`src/rtl/hbsr_pkg.sv`:
```
`default_nettype none
// ----------------------------------------------------------------------------
// hbsr_pkg
// Shared types, codes and constants of the hall BLDC start/run controller.
// ----------------------------------------------------------------------------
package hbsr_pkg;

    localparam int C_DUTY_W    = 11;
    localparam int C_CUR_W     = 12;
    localparam int C_TICK_W    = 16;
    localparam int C_SPEED_W   = 14;
    localparam int C_CMD_W     = 2;
    localparam int C_HALL_W    = 3;
    localparam int C_STEP_W    = 3;
    localparam int C_MODE_W    = 3;
    localparam int C_KIND_W    = 2;
    localparam int C_FAULT_W   = 2;
    localparam int C_CFG_IDX_W = 3;
    localparam int C_CFG_DAT_W = 16;

    localparam logic [C_SPEED_W-1:0] C_SPEED_TIMEOUT    = C_SPEED_W'(16000);
    localparam logic [C_DUTY_W-1:0]  C_PRECHARGE_DUTY   = C_DUTY_W'(1000);
    localparam logic [1:0]           C_START_EDGES_NEED = 2'd3;
    localparam logic [1:0]           C_COUNT_SAT        = 2'd3;

    // Configuration reset values
    localparam logic [C_DUTY_W-1:0] C_RST_START_MIN  = C_DUTY_W'(200);
    localparam logic [C_DUTY_W-1:0] C_RST_START_STEP = C_DUTY_W'(100);
    localparam logic [C_DUTY_W-1:0] C_RST_START_MAX  = C_DUTY_W'(1000);
    localparam logic [C_CUR_W-1:0]  C_RST_STALL_CUR  = C_CUR_W'(136);
    localparam logic [C_TICK_W-1:0] C_RST_PRECHARGE  = C_TICK_W'(1600);
    localparam logic [C_TICK_W-1:0] C_RST_CUR_LOCK   = C_TICK_W'(1600);
    localparam logic [C_TICK_W-1:0] C_RST_PHASE_LOCK = C_TICK_W'(2400);
    localparam logic [C_TICK_W-1:0] C_RST_STEP_TICKS = C_TICK_W'(4800);

    // Register indexes
    localparam logic [C_CFG_IDX_W-1:0] REG_START_MIN  = 3'd0;
    localparam logic [C_CFG_IDX_W-1:0] REG_START_STEP = 3'd1;
    localparam logic [C_CFG_IDX_W-1:0] REG_START_MAX  = 3'd2;
    localparam logic [C_CFG_IDX_W-1:0] REG_STALL_CUR  = 3'd3;
    localparam logic [C_CFG_IDX_W-1:0] REG_PRECHARGE  = 3'd4;
    localparam logic [C_CFG_IDX_W-1:0] REG_CUR_LOCK   = 3'd5;
    localparam logic [C_CFG_IDX_W-1:0] REG_PHASE_LOCK = 3'd6;
    localparam logic [C_CFG_IDX_W-1:0] REG_STEP_TICKS = 3'd7;

    // Command codes
    localparam logic [C_CMD_W-1:0] CMD_STOP  = 2'd1;
    localparam logic [C_CMD_W-1:0] CMD_START = 2'd2;

    // Drive kinds
    localparam logic [C_KIND_W-1:0] KIND_OFF       = 2'd0;
    localparam logic [C_KIND_W-1:0] KIND_PRECHARGE = 2'd1;
    localparam logic [C_KIND_W-1:0] KIND_COMMUTATE = 2'd2;

    // Fault codes
    localparam logic [C_FAULT_W-1:0] FAULT_NONE      = 2'd0;
    localparam logic [C_FAULT_W-1:0] FAULT_LOCK_CUR  = 2'd1;
    localparam logic [C_FAULT_W-1:0] FAULT_LOCK_PH   = 2'd2;
    localparam logic [C_FAULT_W-1:0] FAULT_START     = 2'd3;

    localparam logic [C_STEP_W-1:0] STEP_OFF = 3'd0;

    typedef enum logic [C_MODE_W-1:0] {
        MODE_STOP      = 3'd0,
        MODE_PRE_READY = 3'd1,
        MODE_PRE_WAIT  = 3'd2,
        MODE_STARTING  = 3'd3,
        MODE_RUNNING   = 3'd4
    } t_mode;

    typedef struct packed {
        logic [C_DUTY_W-1:0] ramp_lo_duty;
        logic [C_DUTY_W-1:0] ramp_inc_duty;
        logic [C_DUTY_W-1:0] ramp_hi_duty;
        logic [C_CUR_W-1:0]  stall_current_limit;
        logic [C_TICK_W-1:0] precharge_ticks;
        logic [C_TICK_W-1:0] current_lock_ticks;
        logic [C_TICK_W-1:0] phase_lock_ticks;
        logic [C_TICK_W-1:0] start_step_ticks;
    } t_cfg;

    typedef struct packed {
        logic [C_CMD_W-1:0]  command;
        logic [C_HALL_W-1:0] hall;
        logic                direction;
        logic [C_DUTY_W-1:0] aim_duty;
        logic [C_CUR_W-1:0]  current_sample;
        logic                commutation_event;
    } t_item;

    typedef struct packed {
        logic [C_MODE_W-1:0]  mode;
        logic [C_KIND_W-1:0]  drive_kind;
        logic [C_STEP_W-1:0]  commutation_step;
        logic [C_DUTY_W-1:0]  duty_out;
        logic [C_FAULT_W-1:0] fault;
        logic                 speed_lost;
    } t_result;

    localparam logic [C_STEP_W-1:0] C_MAP_CW [8] =
        '{3'd0, 3'd2, 3'd4, 3'd3, 3'd6, 3'd1, 3'd5, 3'd0};
    localparam logic [C_STEP_W-1:0] C_MAP_CCW [8] =
        '{3'd0, 3'd5, 3'd1, 3'd6, 3'd3, 3'd4, 3'd2, 3'd0};

    function automatic logic [C_STEP_W-1:0] hall_step(
        input logic [C_HALL_W-1:0] hall,
        input logic                dir
    );
        hall_step = dir ? C_MAP_CCW[hall] : C_MAP_CW[hall];
    endfunction

    function automatic logic [C_FAULT_W-1:0] raise_fault(
        input logic [C_FAULT_W-1:0] cur,
        input logic [C_FAULT_W-1:0] code
    );
        raise_fault = (cur == FAULT_NONE || cur > code) ? code : cur;
    endfunction

endpackage
`default_nettype wire

```
`src/rtl/hbsr_if.sv`:
```
`default_nettype none
// ----------------------------------------------------------------------------
// hbsr_if
// Request, result and register write channels of the controller.
// ----------------------------------------------------------------------------
interface hbsr_in_if import hbsr_pkg::*; ();
    logic                valid;
    logic                ready;
    logic [C_CMD_W-1:0]  command;
    logic [C_HALL_W-1:0] hall;
    logic                direction;
    logic [C_DUTY_W-1:0] aim_duty;
    logic [C_CUR_W-1:0]  current_sample;
    logic                commutation_event;

    modport source (output valid, command, hall, direction, aim_duty,
                    current_sample, commutation_event, input ready);
    modport sink (input valid, command, hall, direction, aim_duty,
                  current_sample, commutation_event, output ready);
endinterface

interface hbsr_out_if import hbsr_pkg::*; ();
    logic                 valid;
    logic                 ready;
    logic [C_MODE_W-1:0]  mode;
    logic [C_KIND_W-1:0]  drive_kind;
    logic [C_STEP_W-1:0]  commutation_step;
    logic [C_DUTY_W-1:0]  duty_out;
    logic [C_FAULT_W-1:0] fault;
    logic                 speed_lost;

    modport source (output valid, mode, drive_kind, commutation_step, duty_out,
                    fault, speed_lost, input ready);
    modport sink (input valid, mode, drive_kind, commutation_step, duty_out,
                  fault, speed_lost, output ready);
endinterface

interface hbsr_cfg_if import hbsr_pkg::*; ();
    logic                   valid;
    logic                   ready;
    logic [C_CFG_IDX_W-1:0] index;
    logic [C_CFG_DAT_W-1:0] data;

    modport source (output valid, index, data, input ready);
    modport sink (input valid, index, data, output ready);
endinterface
`default_nettype wire

```
`src/rtl/hbsr_cfg_regs.sv`:
```
`default_nettype none
// ----------------------------------------------------------------------------
// hbsr_cfg_regs
// Configuration register bank, written one register per request.
// ----------------------------------------------------------------------------
module hbsr_cfg_regs import hbsr_pkg::*; (
    input  wire logic                   i_clk,
    input  wire logic                   i_rst_n,
    input  wire logic                   i_wr,
    input  wire logic [C_CFG_IDX_W-1:0] i_index,
    input  wire logic [C_CFG_DAT_W-1:0] i_data,
    output t_cfg                        o_cfg
);

    t_cfg r_cfg;
    t_cfg n_cfg;

    always_comb begin
        n_cfg = r_cfg;
        if (i_wr) begin
            case (i_index)
                REG_START_MIN:  n_cfg.ramp_lo_duty        = i_data[C_DUTY_W-1:0];
                REG_START_STEP: n_cfg.ramp_inc_duty       = i_data[C_DUTY_W-1:0];
                REG_START_MAX:  n_cfg.ramp_hi_duty        = i_data[C_DUTY_W-1:0];
                REG_STALL_CUR:  n_cfg.stall_current_limit = i_data[C_CUR_W-1:0];
                REG_PRECHARGE:  n_cfg.precharge_ticks     = i_data[C_TICK_W-1:0];
                REG_CUR_LOCK:   n_cfg.current_lock_ticks  = i_data[C_TICK_W-1:0];
                REG_PHASE_LOCK: n_cfg.phase_lock_ticks    = i_data[C_TICK_W-1:0];
                REG_STEP_TICKS: n_cfg.start_step_ticks    = i_data[C_TICK_W-1:0];
                default: ;
            endcase
        end
    end

    always_ff @(posedge i_clk) begin
        if (!i_rst_n) begin
            r_cfg.ramp_lo_duty        <= C_RST_START_MIN;
            r_cfg.ramp_inc_duty       <= C_RST_START_STEP;
            r_cfg.ramp_hi_duty        <= C_RST_START_MAX;
            r_cfg.stall_current_limit <= C_RST_STALL_CUR;
            r_cfg.precharge_ticks     <= C_RST_PRECHARGE;
            r_cfg.current_lock_ticks  <= C_RST_CUR_LOCK;
            r_cfg.phase_lock_ticks    <= C_RST_PHASE_LOCK;
            r_cfg.start_step_ticks    <= C_RST_STEP_TICKS;
        end else begin
            r_cfg <= n_cfg;
        end
    end

    assign o_cfg = r_cfg;

endmodule
`default_nettype wire

```
`src/rtl/hbsr_core.sv`:
```
`default_nettype none
// ----------------------------------------------------------------------------
// hbsr_core
// Per-tick sequencer: mode machine, start-up ramp, stall and speed timers.
// ----------------------------------------------------------------------------
module hbsr_core import hbsr_pkg::*; (
    input  wire logic  i_clk,
    input  wire logic  i_rst_n,
    input  wire logic  i_acc,
    input  wire t_item i_item,
    input  wire t_cfg  i_cfg,
    output t_result    o_res
);

    t_mode                 r_mode, n_mode;
    logic [C_TICK_W-1:0]   r_tick_cd, n_tick_cd;
    logic                  r_first, n_first;
    logic [1:0]            r_edges, n_edges;
    logic [C_TICK_W-1:0]   r_nsw, n_nsw;
    logic [C_DUTY_W-1:0]   r_duty, n_duty;
    logic [1:0]            r_fails, n_fails;
    logic [C_SPEED_W-1:0]  r_speed, n_speed;
    logic [C_TICK_W-1:0]   r_cl, n_cl;
    logic [C_TICK_W-1:0]   r_pl, n_pl;
    logic [C_FAULT_W-1:0]  r_fault, n_fault;
    logic [C_STEP_W-1:0]   r_step, n_step;
    logic [C_DUTY_W:0]     w_sum;
    logic                  w_hall_ok;

    assign w_hall_ok = i_item.hall inside {[3'd1:3'd6]};
    assign w_sum     = {1'b0, r_duty} + {1'b0, i_cfg.ramp_inc_duty};

    // next state
    always_comb begin
        n_mode    = r_mode;
        n_tick_cd = r_tick_cd;
        n_first   = r_first;
        n_edges   = r_edges;
        n_nsw     = r_nsw;
        n_duty    = r_duty;
        n_fails   = r_fails;
        n_speed   = r_speed;
        n_cl      = r_cl;
        n_pl      = r_pl;
        n_fault   = r_fault;
        n_step    = r_step;

        if (r_tick_cd != '0) begin
            n_tick_cd = r_tick_cd - C_TICK_W'(1);
        end

        if (i_item.commutation_event) begin
            n_speed = C_SPEED_TIMEOUT;
            n_cl    = i_cfg.current_lock_ticks;
            n_pl    = i_cfg.phase_lock_ticks;
            if (r_mode == MODE_STARTING && r_edges < C_COUNT_SAT) begin
                n_edges = r_edges + 2'd1;
            end
        end

        case (r_mode)
            MODE_PRE_READY: begin
                n_tick_cd = i_cfg.precharge_ticks;
                n_step    = STEP_OFF;
                n_mode    = MODE_PRE_WAIT;
            end
            MODE_PRE_WAIT: begin
                if (n_tick_cd == '0) begin
                    n_step  = STEP_OFF;
                    n_duty  = i_cfg.ramp_lo_duty;
                    n_first = 1'b0;
                    n_edges = 2'd0;
                    n_nsw   = '0;
                    n_mode  = MODE_STARTING;
                end
            end
            MODE_STARTING: begin
                if (!r_first) begin
                    if (w_hall_ok) begin
                        n_step  = hall_step(i_item.hall, i_item.direction);
                        n_first = 1'b1;
                    end
                end else if (n_edges >= C_START_EDGES_NEED) begin
                    n_mode  = MODE_RUNNING;
                    n_edges = 2'd0;
                    n_nsw   = '0;
                    n_first = 1'b0;
                end else begin
                    n_nsw = r_nsw + C_TICK_W'(1);
                    if (n_nsw >= i_cfg.start_step_ticks) begin
                        n_nsw = '0;
                        if (w_sum >= {1'b0, i_cfg.ramp_hi_duty}) begin
                            if (r_fails < C_COUNT_SAT) begin
                                n_fails = r_fails + 2'd1;
                            end
                            if (n_fails >= C_COUNT_SAT) begin
                                n_fault = raise_fault(r_fault, FAULT_START);
                            end
                            n_duty = i_cfg.ramp_hi_duty;
                        end else begin
                            n_duty = w_sum[C_DUTY_W-1:0];
                        end
                    end
                end
            end
            MODE_RUNNING: begin
                n_duty = i_item.aim_duty;
                if (w_hall_ok) begin
                    n_step = hall_step(i_item.hall, i_item.direction);
                end
                if (n_speed != '0) begin
                    n_speed = n_speed - C_SPEED_W'(1);
                end
                if (n_cl != '0) begin
                    n_cl = n_cl - C_TICK_W'(1);
                end else if (i_item.current_sample >= i_cfg.stall_current_limit) begin
                    n_fault = raise_fault(n_fault, FAULT_LOCK_CUR);
                end
                if (n_pl != '0) begin
                    n_pl = n_pl - C_TICK_W'(1);
                end else begin
                    n_fault = raise_fault(n_fault, FAULT_LOCK_PH);
                end
            end
            default: begin
                n_mode  = MODE_STOP;
                n_step  = STEP_OFF;
                n_first = 1'b0;
                n_edges = 2'd0;
                n_nsw   = '0;
                n_cl    = i_cfg.current_lock_ticks;
                n_pl    = i_cfg.phase_lock_ticks;
            end
        endcase

        if (i_item.command == CMD_STOP) begin
            n_mode  = MODE_STOP;
            n_step  = STEP_OFF;
            n_first = 1'b0;
            n_edges = 2'd0;
            n_nsw   = '0;
            n_cl    = i_cfg.current_lock_ticks;
            n_pl    = i_cfg.phase_lock_ticks;
        end else if (i_item.command == CMD_START && n_mode == MODE_STOP) begin
            n_mode = MODE_PRE_READY;
        end
    end

    // outputs, from the state after the tick
    always_comb begin
        o_res.mode             = n_mode;
        o_res.fault            = n_fault;
        o_res.speed_lost       = (n_speed == '0);
        o_res.drive_kind       = KIND_OFF;
        o_res.commutation_step = STEP_OFF;
        o_res.duty_out         = '0;
        if (n_mode == MODE_PRE_WAIT) begin
            o_res.drive_kind = KIND_PRECHARGE;
            o_res.duty_out   = C_PRECHARGE_DUTY;
        end else if ((n_mode == MODE_STARTING || n_mode == MODE_RUNNING)
                     && n_step != STEP_OFF) begin
            o_res.drive_kind       = KIND_COMMUTATE;
            o_res.commutation_step = n_step;
            o_res.duty_out         = n_duty;
        end
    end

    always_ff @(posedge i_clk) begin
        if (!i_rst_n) begin
            r_mode    <= MODE_STOP;
            r_tick_cd <= '0;
            r_first   <= 1'b0;
            r_edges   <= 2'd0;
            r_nsw     <= '0;
            r_duty    <= '0;
            r_fails   <= 2'd0;
            r_speed   <= '0;
            r_cl      <= C_RST_CUR_LOCK;
            r_pl      <= C_RST_PHASE_LOCK;
            r_fault   <= FAULT_NONE;
            r_step    <= STEP_OFF;
        end else if (i_acc) begin
            r_mode    <= n_mode;
            r_tick_cd <= n_tick_cd;
            r_first   <= n_first;
            r_edges   <= n_edges;
            r_nsw     <= n_nsw;
            r_duty    <= n_duty;
            r_fails   <= n_fails;
            r_speed   <= n_speed;
            r_cl      <= n_cl;
            r_pl      <= n_pl;
            r_fault   <= n_fault;
            r_step    <= n_step;
        end
    end

`ifndef SYNTHESIS
    a_fault_latched: assert property (@(posedge i_clk) disable iff (!i_rst_n)
        (r_fault != FAULT_NONE) |=> (r_fault != FAULT_NONE))
        else $error("latched fault cleared");

    a_fails_monotonic: assert property (@(posedge i_clk) disable iff (!i_rst_n)
        (r_fails != 2'd0) |=> (r_fails >= $past(r_fails)))
        else $error("start failure count fell");

    a_pre_ready_one_tick: assert property (@(posedge i_clk) disable iff (!i_rst_n)
        (i_acc && r_mode == MODE_PRE_READY) |=>
        (r_mode == MODE_PRE_WAIT || r_mode == MODE_STOP))
        else $error("precharge ready held past one tick");

    a_speed_bound: assert property (@(posedge i_clk) disable iff (!i_rst_n)
        r_speed <= C_SPEED_TIMEOUT)
        else $error("speed timer above timeout");

    a_run_needs_start: assert property (@(posedge i_clk) disable iff (!i_rst_n)
        (i_acc && r_mode == MODE_STOP) |=>
        (r_mode == MODE_STOP || r_mode == MODE_PRE_READY))
        else $error("left stop without passing precharge");
`endif

endmodule
`default_nettype wire

```
`src/rtl/hall_bldc_start_run_controller.sv`:
```
`default_nettype none
// ----------------------------------------------------------------------------
// hall_bldc_start_run_controller
// Hall-sensor BLDC six-step start/run sequencer, one request per PWM tick.
//
// Channels: i_in carries one PWM tick request (command, hall code, direction,
// aim duty, averaged current, commutation event); o_out returns exactly one
// result per request (mode, drive kind, commutation step, duty, fault,
// speed lost). i_cfg writes one configuration register per request, index
// 0..7, and is always ready; write it only while no request is in flight.
// A result is registered and appears in the cycle after its request is taken.
// Throughput: one request per cycle unless the receiver stalls; the mode
// machine and timers are combinational and the result sits in one register.
// Stall: i_in.ready stays high while the output register is empty or is
// being emptied; a stalled receiver holds the result and blocks new requests.
// Reset: synchronous, active low; motor stopped, no fault, configuration back
// to its defaults, output register empty. No clearing pass is needed.
// ----------------------------------------------------------------------------
module hall_bldc_start_run_controller import hbsr_pkg::*; (
    input  wire logic i_clk,
    input  wire logic i_rst_n,
    hbsr_in_if.sink   i_in,
    hbsr_out_if.source o_out,
    hbsr_cfg_if.sink  i_cfg
);

    t_cfg    w_cfg;
    t_item   w_item;
    t_result w_res;
    t_result r_res;
    logic    r_out_valid;
    logic    w_acc;

    assign i_cfg.ready = 1'b1;
    assign i_in.ready  = !r_out_valid || o_out.ready;
    assign w_acc       = i_in.valid && i_in.ready;

    assign w_item.command           = i_in.command;
    assign w_item.hall              = i_in.hall;
    assign w_item.direction         = i_in.direction;
    assign w_item.aim_duty          = i_in.aim_duty;
    assign w_item.current_sample    = i_in.current_sample;
    assign w_item.commutation_event = i_in.commutation_event;

    hbsr_cfg_regs u_cfg (
        .i_clk   (i_clk),
        .i_rst_n (i_rst_n),
        .i_wr    (i_cfg.valid),
        .i_index (i_cfg.index),
        .i_data  (i_cfg.data),
        .o_cfg   (w_cfg)
    );

    hbsr_core u_core (
        .i_clk   (i_clk),
        .i_rst_n (i_rst_n),
        .i_acc   (w_acc),
        .i_item  (w_item),
        .i_cfg   (w_cfg),
        .o_res   (w_res)
    );

    always_ff @(posedge i_clk) begin
        if (!i_rst_n) begin
            r_out_valid <= 1'b0;
        end else if (w_acc) begin
            r_out_valid <= 1'b1;
        end else if (o_out.ready) begin
            r_out_valid <= 1'b0;
        end
    end

    always_ff @(posedge i_clk) begin
        if (w_acc) begin
            r_res <= w_res;
        end
    end

    assign o_out.valid            = r_out_valid;
    assign o_out.mode             = r_res.mode;
    assign o_out.drive_kind       = r_res.drive_kind;
    assign o_out.commutation_step = r_res.commutation_step;
    assign o_out.duty_out         = r_res.duty_out;
    assign o_out.fault            = r_res.fault;
    assign o_out.speed_lost       = r_res.speed_lost;

endmodule
`default_nettype wire

```
`src/flat_wrapper.sv`:
```
// flat-port wrapper written by rule: the top's interface ports become plain ports
module hall_bldc_start_run_controller_flat import hbsr_pkg::*;
  (i_clk, i_rst_n, i_in_valid, i_in_command, i_in_hall, i_in_direction, i_in_aim_duty, i_in_current_sample, i_in_commutation_event, i_in_ready, o_out_valid, o_out_mode, o_out_drive_kind, o_out_commutation_step, o_out_duty_out, o_out_fault, o_out_speed_lost, o_out_ready, i_cfg_valid, i_cfg_index, i_cfg_data, i_cfg_ready);
  hbsr_in_if i_in_i ();
  hbsr_out_if o_out_i ();
  hbsr_cfg_if i_cfg_i ();
  input  wire logic i_clk;
  input  wire logic i_rst_n;
  input wire logic [$bits(i_in_i.valid)-1:0] i_in_valid;
  input wire logic [$bits(i_in_i.command)-1:0] i_in_command;
  input wire logic [$bits(i_in_i.hall)-1:0] i_in_hall;
  input wire logic [$bits(i_in_i.direction)-1:0] i_in_direction;
  input wire logic [$bits(i_in_i.aim_duty)-1:0] i_in_aim_duty;
  input wire logic [$bits(i_in_i.current_sample)-1:0] i_in_current_sample;
  input wire logic [$bits(i_in_i.commutation_event)-1:0] i_in_commutation_event;
  output wire logic [$bits(i_in_i.ready)-1:0] i_in_ready;
  output wire logic [$bits(o_out_i.valid)-1:0] o_out_valid;
  output wire logic [$bits(o_out_i.mode)-1:0] o_out_mode;
  output wire logic [$bits(o_out_i.drive_kind)-1:0] o_out_drive_kind;
  output wire logic [$bits(o_out_i.commutation_step)-1:0] o_out_commutation_step;
  output wire logic [$bits(o_out_i.duty_out)-1:0] o_out_duty_out;
  output wire logic [$bits(o_out_i.fault)-1:0] o_out_fault;
  output wire logic [$bits(o_out_i.speed_lost)-1:0] o_out_speed_lost;
  input wire logic [$bits(o_out_i.ready)-1:0] o_out_ready;
  input wire logic [$bits(i_cfg_i.valid)-1:0] i_cfg_valid;
  input wire logic [$bits(i_cfg_i.index)-1:0] i_cfg_index;
  input wire logic [$bits(i_cfg_i.data)-1:0] i_cfg_data;
  output wire logic [$bits(i_cfg_i.ready)-1:0] i_cfg_ready;
  assign i_in_i.valid = i_in_valid;
  assign i_in_i.command = i_in_command;
  assign i_in_i.hall = i_in_hall;
  assign i_in_i.direction = i_in_direction;
  assign i_in_i.aim_duty = i_in_aim_duty;
  assign i_in_i.current_sample = i_in_current_sample;
  assign i_in_i.commutation_event = i_in_commutation_event;
  assign i_in_ready = i_in_i.ready;
  assign o_out_valid = o_out_i.valid;
  assign o_out_mode = o_out_i.mode;
  assign o_out_drive_kind = o_out_i.drive_kind;
  assign o_out_commutation_step = o_out_i.commutation_step;
  assign o_out_duty_out = o_out_i.duty_out;
  assign o_out_fault = o_out_i.fault;
  assign o_out_speed_lost = o_out_i.speed_lost;
  assign o_out_i.ready = o_out_ready;
  assign i_cfg_i.valid = i_cfg_valid;
  assign i_cfg_i.index = i_cfg_index;
  assign i_cfg_i.data = i_cfg_data;
  assign i_cfg_ready = i_cfg_i.ready;
  hall_bldc_start_run_controller u_core (.i_clk(i_clk), .i_rst_n(i_rst_n), .i_in(i_in_i), .o_out(o_out_i), .i_cfg(i_cfg_i));
endmodule
```
`config.mk`:
```
export PLATFORM = sky130hd
export DESIGN_NAME = hall_bldc_start_run_controller_flat
export DESIGN_NICKNAME = d
export VERILOG_FILES = /design/src/rtl/hbsr_pkg.sv /design/src/rtl/hbsr_if.sv /design/src/rtl/hbsr_cfg_regs.sv /design/src/rtl/hbsr_core.sv /design/src/rtl/hall_bldc_start_run_controller.sv /design/src/flat_wrapper.sv
export SDC_FILE = /design/constraint.sdc
export NUM_CORES = 1
export LEC_CHECK = 0
export ABC_CLOCK_PERIOD_IN_PS = 6800
export BUFFER_PORTS_ARGS = -buffer_cell sky130_fd_sc_hd__buf_2
export CORE_MARGIN = 4
export CORE_UTILIZATION = 45
export DETAILED_ROUTE_END_ITERATION = 6
export GPL_ROUTABILITY_DRIVEN = 0
export REMOVE_ABC_BUFFERS = 1
export SKIP_CTS_REPAIR_TIMING = 1
export SKIP_LAST_GASP = 1
export SLEW_MARGIN = 30
export SYNTH_ARGS = -nofsm -noshare
export SYNTH_HDL_FRONTEND = slang
export SYNTH_SLANG_ARGS = --single-unit
```
`constraint.sdc`:
```
create_clock -name i_clk -period 6.8 [get_ports i_clk]
set_input_delay 0 -clock i_clk [delete_from_list [all_inputs] [get_ports i_clk]]
set_output_delay 0 -clock i_clk [all_outputs]
set_load 0.1 [all_outputs]
```
==> impl_metrics.env <==
export IMPL_synthSimpleGateAreaFrac=0.248
export IMPL_grt_first_pass_wirelength_um=69700
export IMPL_dp_hpwl_um=29900
export IMPL_die_height_um=186
export IMPL_final_area_um2=15900
export IMPL_globalRoute_busiestLayer="met2"
export IMPL_synth_edff_count=22
export IMPL_drc=0
export IMPL_stdcell_count=2324
export IMPL_r2r_end="u_core.u_core.r_fault[1]"
export IMPL_yosysSeqAreaShare=0.345
export IMPL_wl_per_cell_um=18.8
export IMPL_drtAntennaViolNets=0
export IMPL_hold_depth=5
export IMPL_routed_wl_um=43800
export IMPL_met2_usage=0.400
export IMPL_drv_cap=0
export IMPL_synth_top_family_by_area="simple AND/OR/NAND/NOR gates"
export IMPL_clk_pin_slew_ns=0.06
export IMPL_most_common_layout_cells="nand2_1 (326), dfxtp_1 (212), a21oi_1 (210)"
export IMPL_post_dp_cell_area_um2=14700
export IMPL_vdd_drop_max_uv=230
export IMPL_netlist_top_cells_area="dfxtp_1 (30%), nand2_1 (8.6%), a21oi_1 (7.4%), ha_1 (5.3%), edfxtp_1 (4.6%)"
export IMPL_synth_xor_xnor_area_share=0.0339
export IMPL_cts_buffer_depth=3
export IMPL_crit_path_end_kind="register"
export IMPL_grtUsageTotal=0.248
export IMPL_yosys_area_top_type_share=0.299
export IMPL_crit_type="register to register"
export IMPL_grt_max_degree=79
export IMPL_synth_cell_types=86
export IMPL_htreeDepth=1
export IMPL_critPathMaxFanout=17
export IMPL_worstHoldStart="i_in_aim_duty[3]"
export IMPL_period_minus_slack_ns=4.45
export IMPL_layout_commonest_cell="nand2_1"
export IMPL_synthArstFlopShare=0
export IMPL_synth_compound_area_frac=0.226
export IMPL_root_buffer="clkbuf_16"
export IMPL_setup_ws_ns=2.35
export IMPL_timing_final_hold_violations=2
export IMPL_slew_headroom=0.358
export IMPL_vias_per_cell=5.87
export IMPL_fmax_mhz=225
export IMPL_grt_pass1_vias=12800
export IMPL_pre_cts_ws_ns=2.44
export IMPL_die_w_um=186
export IMPL_vias=13600
export IMPL_rsz0062_at_grt="false"
export IMPL_power_density_nw_per_um2=243
export IMPL_synthAdderAreaFrac=0.0542
export IMPL_synth_ff_type="dfxtp_1"
export IMPL_fin_skew_ns=0.0117
export IMPL_final_util=0.516
export IMPL_p_leak_nw=6.05
export IMPL_drt_iter0_drc=912
export IMPL_io_pin_count=79
export IMPL_tns_ns=0
export IMPL_fp_coreArea_um2=30800
export IMPL_min_to="u_core.u_core.r_duty[3]"
export IMPL_setup_violations=0
export IMPL_muxShareOfSynthArea=0.0354
export IMPL_grt_ovfl_total=0
export IMPL_cts_tree="yes"
export IMPL_status="finished with violations"
export IMPL_initial_utilization=0.461
export IMPL_syn_instance_count=1874
export IMPL_drive_above_1_share=0.101
export IMPL_placed_cells=2244
export IMPL_r2r_slack_ns=2.35
export IMPL_avgSynthCellArea_um2=7.58
export IMPL_min_path_type="input port to register"
export IMPL_arrival_ns=4.92
export IMPL_met3_usage=0.0334
export IMPL_cp_start_kind="register"
export IMPL_layout_nets=2021
export IMPL_worstMarginPinSlew_ns=0.963
export IMPL_min_period_over_period=0.654
export IMPL_insertion_delay_ns=0.55
export IMPL_antenna_found_initial=1
export IMPL_fillers=2982
export IMPL_yosys_register_bits=234
export IMPL_required_ns=7.27
export IMPL_whs_ns=-0.0301
export IMPL_slew_violations=0
export IMPL_violations="hold timing"
export IMPL_clock_sinks=234
export IMPL_synth_top_area_cell="dfxtp_1"
export IMPL_area_growth_pct=12.0
export IMPL_met1_usage=0.350
export IMPL_place_port_buffers=77
export IMPL_rows=64
export IMPL_first_pass_iters=5
export IMPL_reg2regPathDepth=18
export IMPL_netlist_area_um2=14200
export IMPL_fp_dieArea_um2=34500
export IMPL_yosysWarnings=0
export IMPL_rr_startpoint="u_core.u_core.r_nsw[0]"
export IMPL_cts_buffers=28
==> critical path: stages, from the launching register on <==
cell      delay, ns
dfxtp_1        0.42
ha_1           0.26
nand3_1        0.20
nor2_1         0.26
and3_1         0.26
and3_1         0.25
and3_1         0.25
nand3_1        0.11
xnor2_1        0.16
ha_1           0.28
nand2_1        0.06
nor4_1         0.30
o22ai_1        0.17
a211oi_2       0.23
buf_4          0.27
nand4_1        0.23
o31a_1         0.20
or3_1          0.31
a21oi_1        0.13
==> logic make-up (layout without fill, tap and decap cells) <==
group / after synthesis / after routing
adder cells (fa/ha/maj): 61 / 61
other: 1 / 2
AND/OR/NAND/NOR: 755 / 755
multiplexers: 49 / 49
flip-flops: 234 / 234
AO/OA/AOI/OAI: 527 / 527
XOR/XNOR: 55 / 55
buffers and inverters: 192 / 245
==> routing by layer <==
metal  vias to the layer above  wire (um)
met1                      6489      20500
met2                       380      19500
met4                         0       1210
met5                         -          0
met3                        65       2530
li1                       6711          -
==> Yosys cell counts (all sizes together) (23+ instances only) <==
cell	instances
nor3	58
o211ai	27
xnor2	35
nand2	327
a21oi	210
buf	23
ha	60
dfxtp	212
clkbuf	96
inv	72
nor2	172
nand3	65
o21ai	128
mux2i	39
==> report_power, final <==
| group | total [mW] | switching, mW | internal, mW |
|---|---|---|---|
| Clock | 1.51 | 0.613 | 0.897 |
| Combinational | 0.832 | 0.546 | 0.286 |
| Sequential | 1.53 | 0.0755 | 1.46 |
| Total | 3.87 | 1.23 | 2.64 |
==> cell type report <==
cell class,count,area (um^2),area share
multi-input cells,1448,8520,0.535
well taps,396,495,0.0311
inverters,73,280,0.0176
clock buffers,38,758,0.0476
clock inverters,13,166,0.0105
flip-flops and latches,234,4900,0.308
repair buffers,121,788,0.0495
diodes,1,2.50,0.000157
==> how the worst max path moves through the flow <==
stage                     slack [ns]                    from                        end
after CTS                       2.40  u_core.u_core.r_nsw[0]  u_core.o_out.duty_out[10]
after detailed placement        2.44  u_core.u_core.r_nsw[0]  u_core.o_out.duty_out[10]
after global placement          2.49  u_core.u_core.r_nsw[0]  u_core.o_out.duty_out[10]
final                           2.35  u_core.u_core.r_nsw[0]   u_core.u_core.r_fault[1]
after global routing            1.85  u_core.u_core.r_nsw[0]  u_core.o_out.duty_out[10]
after floorplan                 1.17      u_core.o_out.valid     u_core.u_core.r_nsw[3]
==> through the flow <==
step / total power [mW] / hold slack [ns]
6_report: 3.87 / -0.0301
5_1_grt: 4.05 / 0.0138
4_1_cts: 3.88 / -0.323
3_5_place_dp: 2.37 / 0.265
3_3_place_gp: 2.35 / 0.255
2_1_floorplan: 2.13 / 0.0718
==> registers in the layout (all words and copies together), names as in the netlist, 3 cells and up <==
signal	cells
u_core.o_out.commutation_step	3
u_core.u_core.r_pl	16
u_core.o_out.mode	3
u_core.u_core.r_step	3
u_core.u_core.r_cl	16
u_core.u_core.r_nsw	16
u_core.u_core.r_mode	3
u_core.u_core.r_tick_cd	16
u_core.o_out.duty_out	11
u_core.u_core.r_duty	11
u_core.u_core.r_speed	14
u_core.u_cfg.o_cfg	109
Power figures use the tool's default switching activity.
